**src/design/skt_pkg.sv**
```systemverilog
// Package holding the shared types and codes of the sorted key table.
`timescale 1ns / 1ps

package skt_pkg;

   // Action codes of a request beat.
   localparam logic [1:0] ACT_INSERT = 2'd0;
   localparam logic [1:0] ACT_DELETE = 2'd1;
   localparam logic [1:0] ACT_READ   = 2'd2;

   // Status codes of a response beat.
   localparam logic [1:0] STS_OK        = 2'd0;
   localparam logic [1:0] STS_FULL      = 2'd1;
   localparam logic [1:0] STS_NOT_FOUND = 2'd2;
   localparam logic [1:0] STS_BEYOND    = 2'd3;

   // Widths of the response fields that are fixed by the interface.
   localparam int COUNT_W = 7;
   localparam int WHERE_W = 6;

   // Command broadcast to every cell of the row.
   typedef struct packed {
      logic [1:0]          action;
      logic                commit;
      logic signed [31:0]  key;
      logic [31:0]         payload;
      logic [WHERE_W-1:0]  position;
   } cmd_type;

   // What a cell shows its neighbours.
   typedef struct packed {
      logic signed [31:0]  key;
      logic [31:0]         payload;
      logic                valid;
      logic                ge_or_empty;
      logic                match;
   } link_type;

   // A cell's share of the response: zero unless the cell is the one the action touches.
   typedef struct packed {
      logic                sel;
      logic [WHERE_W-1:0]  where;
      logic signed [31:0]  key;
      logic [31:0]         payload;
   } share_type;

endpackage

```
**src/design/skt_cell.sv**
```systemverilog
// One cell of the sorted row: holds a record and shifts with its neighbours.
`timescale 1ns / 1ps

module skt_cell
   import skt_pkg::*;
#(
   parameter int INDEX = 0
) (
   input  logic      clock,
   input  logic      reset,
   input  cmd_type   cmd,
   input  link_type  left,
   input  link_type  right,
   output link_type  self_link,
   output share_type share
);

   logic signed [31:0] key_ff;
   logic signed [31:0] key_in;
   logic [31:0]        payload_ff;
   logic [31:0]        payload_in;
   logic               valid_ff;
   logic               valid_in;
   logic               key_ge;
   logic               ge_or_empty;
   logic               ge_valid;
   logic               match;
   logic               ins_first;
   logic               del_first;
   logic               rd_hit;
   logic               sel_rec;
   logic               sel_where;

   // Comparisons against the broadcast key.
   always_comb begin
      key_ge      = key_ff >= cmd.key;
      ge_or_empty = !valid_ff || key_ge;
      ge_valid    = valid_ff && key_ge;
      match       = valid_ff && (key_ff == cmd.key);
      // The row is sorted, so the first cell of a run is found from the left flag alone.
      ins_first   = ge_or_empty && !left.ge_or_empty;
      del_first   = match && !left.match;
      rd_hit      = valid_ff && (INDEX < (1 << WHERE_W)) &&
                    (cmd.position == WHERE_W'(INDEX));
   end

   assign self_link.key         = key_ff;
   assign self_link.payload     = payload_ff;
   assign self_link.valid       = valid_ff;
   assign self_link.ge_or_empty = ge_or_empty;
   assign self_link.match       = match;

   // Contribution to the response.
   always_comb begin
      sel_rec   = 1'b0;
      sel_where = 1'b0;
      case (cmd.action)
         ACT_INSERT: begin
            sel_where = ins_first;
         end
         ACT_DELETE: begin
            sel_rec   = del_first;
            sel_where = del_first;
         end
         ACT_READ: begin
            sel_rec   = rd_hit;
            sel_where = rd_hit;
         end
         default: begin
            sel_rec   = 1'b0;
            sel_where = 1'b0;
         end
      endcase
      share.sel     = sel_rec;
      share.where   = sel_where ? WHERE_W'(INDEX) : '0;
      share.key     = sel_rec ? key_ff : '0;
      share.payload = sel_rec ? payload_ff : '0;
   end

   // Next contents: shift right on insert, shift left on delete.
   always_comb begin
      key_in     = key_ff;
      payload_in = payload_ff;
      valid_in   = valid_ff;
      if (cmd.commit) begin
         case (cmd.action)
            ACT_INSERT: begin
               if (left.ge_or_empty) begin
                  key_in     = left.key;
                  payload_in = left.payload;
                  valid_in   = left.valid;
               end else if (ge_or_empty) begin
                  key_in     = cmd.key;
                  payload_in = cmd.payload;
                  valid_in   = 1'b1;
               end
            end
            ACT_DELETE: begin
               if (ge_valid) begin
                  key_in     = right.key;
                  payload_in = right.payload;
                  valid_in   = right.valid;
               end
            end
            default: begin
               valid_in = valid_ff;
            end
         endcase
      end
   end

   always_ff @(posedge clock) begin
      if (reset) begin
         valid_ff <= 1'b0;
      end else begin
         valid_ff <= valid_in;
      end
      key_ff     <= key_in;
      payload_ff <= payload_in;
   end

endmodule

```
**config.mk**
```make
export PLATFORM = sky130hd
export DESIGN_NAME = skt_cell
export DESIGN_NICKNAME = d
export VERILOG_FILES = /design/src/design/skt_pkg.sv /design/src/design/skt_cell.sv
export SDC_FILE = /design/constraint.sdc
export NUM_CORES = 1
export LEC_CHECK = 0
export ABC_AREA = 1
export CAP_MARGIN = 20
export CORE_MARGIN = 2
export CORE_UTILIZATION = 30
export CTS_CLUSTER_DIAMETER = 100
export CTS_CLUSTER_SIZE = 16
export DETAILED_ROUTE_END_ITERATION = 7
export DONT_BUFFER_PORTS = 1
export GPL_ROUTABILITY_DRIVEN = 0
export PLACE_DENSITY_LB_ADDON = 0.15
export RECOVER_POWER = 100
export SYNTH_ARGS = -nofsm -noshare
export SYNTH_HDL_FRONTEND = slang
export SYNTH_SLANG_ARGS = --single-unit
```
**constraint.sdc**
```tcl
create_clock -name clock -period 6.13 [get_ports clock]
set_input_delay 0.9195 -clock clock [delete_from_list [all_inputs] [get_ports clock]]
set_output_delay 0.9195 -clock clock [all_outputs]
set_load 0.005 [all_outputs]
```
==> results.md <==
* Run status: finished with violations
* Failing checks: max-capacitance violations, max-slew violations
* Drt wl/cell at 18.1 µm
* Clk_lat worst skew at 0.34 ns
* Max Slew Vio Count at 95
* Fmax at 204 MHz
* Share of layout cells above drive strength 1 at 3.67%
* Place WS at 1.43 ns
* Final min period at 4.90 ns
* Flop2flop setup slack at 1.67 ns
* Largest stage delay, worst path at 2.87 ns
* Crit path capture type: register
* Sw frac at 25.1%
* Core Region at 17,300 µm²
* Synth Flop Type: edfxtp_1
* Total GRT Usage at 15.2%
* Vias in the first global route at 4,123
* FP Rows at 48
* Hold Crit Depth at 4
* Die Wd at 137 µm
* Initial Util at 30.7%
* Final hold vios at 0
* Slew margin rel. at -175%
* Top cells by area, synth: edfxtp_1, nor2_4, ha_1
* Final #Nets at 865
* Slew @ Worst Pin at 4.12 ns
* WP data required at 6.21 ns
* CTS Root Cell: clkbuf_16
* Die height at 137 µm
* Crit path DAT at 4.99 ns
* Final worst path period share at 80.0%
* Die ar. at 18,800 µm²
* Drt pass-1 iters at 5
* Cell with the most instances after synthesis: inv_1
* Top Family by Delay on Critical Path: buffers and inverters
* CTS resizes at 0
* Post-synth top area share at 36.2%
* Setup CP Type: in2reg
* IO Count at 347
* Clock network fraction of total power at 45.1%
* Post-Synthesis Cells at 645
* RSZ-0062 raised after global routing: no
* Post-CTS Hold Fix Bufs at 0
* Count of input and output buffers at 0
* Hold Path Sink: valid_ff$_SDFFE_PP0P_
* PwrDens at 234 nW/µm²
* Finished layout cell area at 5310 µm²
* Sw Pwr at 312 µW
* Worst Hold Class: reg2reg
* Buf+Inv Stages, Crit Path at 4
* Post-synth EDFFs at 64
* Count of final setup violators at 0
* CTS Buf Count at 9
* First-pass GRT wire length at 21.7 mm
* Ys async rst share at 0%
* Commonest cells in the synthesized netlist: inv_1, nand2_1, a21oi_1
* Initial DRC Count at 222
* # Post-CTS Setup Buffers at 0
* Drt via density at 5.07
* Initial antenna violation count at 0
* Placed cell count at 834
* Hold Path Origin: valid_ff$_SDFFE_PP0P_
* R2R cell count at 12
* Logic pwr share at 12.5%
* Multi-input logic area at 2300 µm²
* Crit Path Max Fanout at 94
* Drt drc at 0
* Antenna diodes at 0
* Worst-path cell chain: inv_1, ha_1, buf_4, clkinv_2, clkbuf_1, o211ai_1, o21a_1
* Routed Wire Length at 15.4 mm
* R2R Path End: key_ff[15]$_DFFE_PP_
* CTS H-Tree Depth at 3
* Vias after detailed routing at 4,318
* Mapped Area at 5310 µm²
* Fin worst setup slack at 1.23 ns
* CTS tree: done
* Leak pwr at 0.00241 µW
* Register area at 1940 µm²
* Post-synth cell types at 28
* Clk sink count at 65
* Largest net degree at the start of global routing at 97
* FF+latch count, synth at 65
* Post-route ant nets at 0
* Reg2Reg Launch Point: key_ff[31]$_DFFE_PP_
* Final Power at 1250 µW
* Worst setup startpoint: cmd[72]
* MaxCap Viol Count at 1
* Post-route setup TNS at 0 ns
* Fillers at 1,907
* Synth area leader: edfxtp_1
* Avg Cell Area, Syn at 8.23 µm²
* Clk pin slew, worst setup/hold paths at 0.06 ns
* Max VDD drop at 0.137 mV
* Clk_skew at 0.00717 ns
* Post-route non-filler standard cell count at 851
* Detailed Place HPWL at 11.5 mm
* CTS Buffer Depth at 2
* CP max-delay cell: clkbuf_1
* Area after DPL at 5350 µm²
* P&R area growth vs syn at 0.0472%
* Register area share after synthesis at 36.6%
* Yosys Warn Count at 0
* Register share of total power at 42.4%
* Startpoint Class: input pin
* Internal at 933 µW
* Gr ovfl total at 0
==> cells by family (layout without fill, tap and decap cells) <==
kind of cell             Yosys count  after routing  synth area share, %
AO/OA/AOI/OAI                    149            149                 17.1
adder cells (fa/ha/maj)           35             35                 8.25
buffers and inverters            158            134                 13.5
flip-flops                        65             65                 36.6
other                              1              6               0.0706
AND/OR/NAND/NOR                  237            237                 24.5
==> metal layers <==
metal	GRT usage (%)	up-vias	wire (µm)
met5	0	-	0
met4	7.73	0	444
met3	2.74	35	1170
met2	25.5	240	7530
met1	18.6	2007	6260
li1	-	2036	-
==> cell type report <==
class	count	share of cell area [%]
clock inverters	7	1.77
well taps	225	5.30
flip-flops and latches	65	36.6
multi-input cells	427	43.3
inverters	113	8.01
clock buffers	9	4.24
repair buffers	5	0.824
==> sequential cells by signal, summed over array words and instances, names as in the netlist <==
| register | cells |
|---|---|
| key_ff | 32 |
| valid_ff | 1 |
| payload_ff | 32 |
==> power groups by stage <==
stage               sequential [µW]  combinational [µW]  clock, µW
floorplan                       532                 136          0
global placement                537                 157          0
detailed placement              537                 160          0
CTS                             528                 160        578
global route                    529                 181        595
finish                          528                 155        562
==> tightest hold or removal path: cells and delay by family, from the launching register on <==
kind / cells / cell delay (ns)
flip-flops: 1 / 0.38
buffers and inverters: 2 / 0.15
AND/OR/NAND/NOR: 2 / 0.09
==> cell usage in the layout, fill, tap and decap left out, drive strengths merged <==
master and instances:
a21oi 83, ha 35, a21o 1, dfxtp 1, nor3 2, o21a 30
nand4 6, o21ai 4, clkinv 5, clkinvlp 1, clkbuf 11, nand3 6
nor4 1, o31ai 1, o211ai 30, nand2 105, conb 6, edfxtp 64
nor2 117, inv 112, buf 3, bufinv 2
==> metrics by stage <==
step | hold slack [ns] | utilization (%)
2_1_floorplan | 0.558 | -
3_3_place_gp | 0.647 | 31.0
4_1_cts | 0.650 | 32.8
5_1_grt | 0.695 | 30.7
3_5_place_dp | 0.632 | 31.0
6_report | 0.653 | 30.7
==> worst max-delay path by stage <==
| stage | cells after the start | endpoint |
|---|---|---|
| 6_report | 7 | key_ff[22]$_DFFE_PP_ |
| 5_1_grt | 7 | key_ff[30]$_DFFE_PP_ |
| 4_1_cts | 11 | share[32] |
| 3_5_place_dp | 11 | share[32] |
| 3_3_place_gp | 11 | share[33] |
| 2_1_floorplan | 15 | key_ff[0]$_DFFE_PP_ |
(Power assumes the default switching activity.)
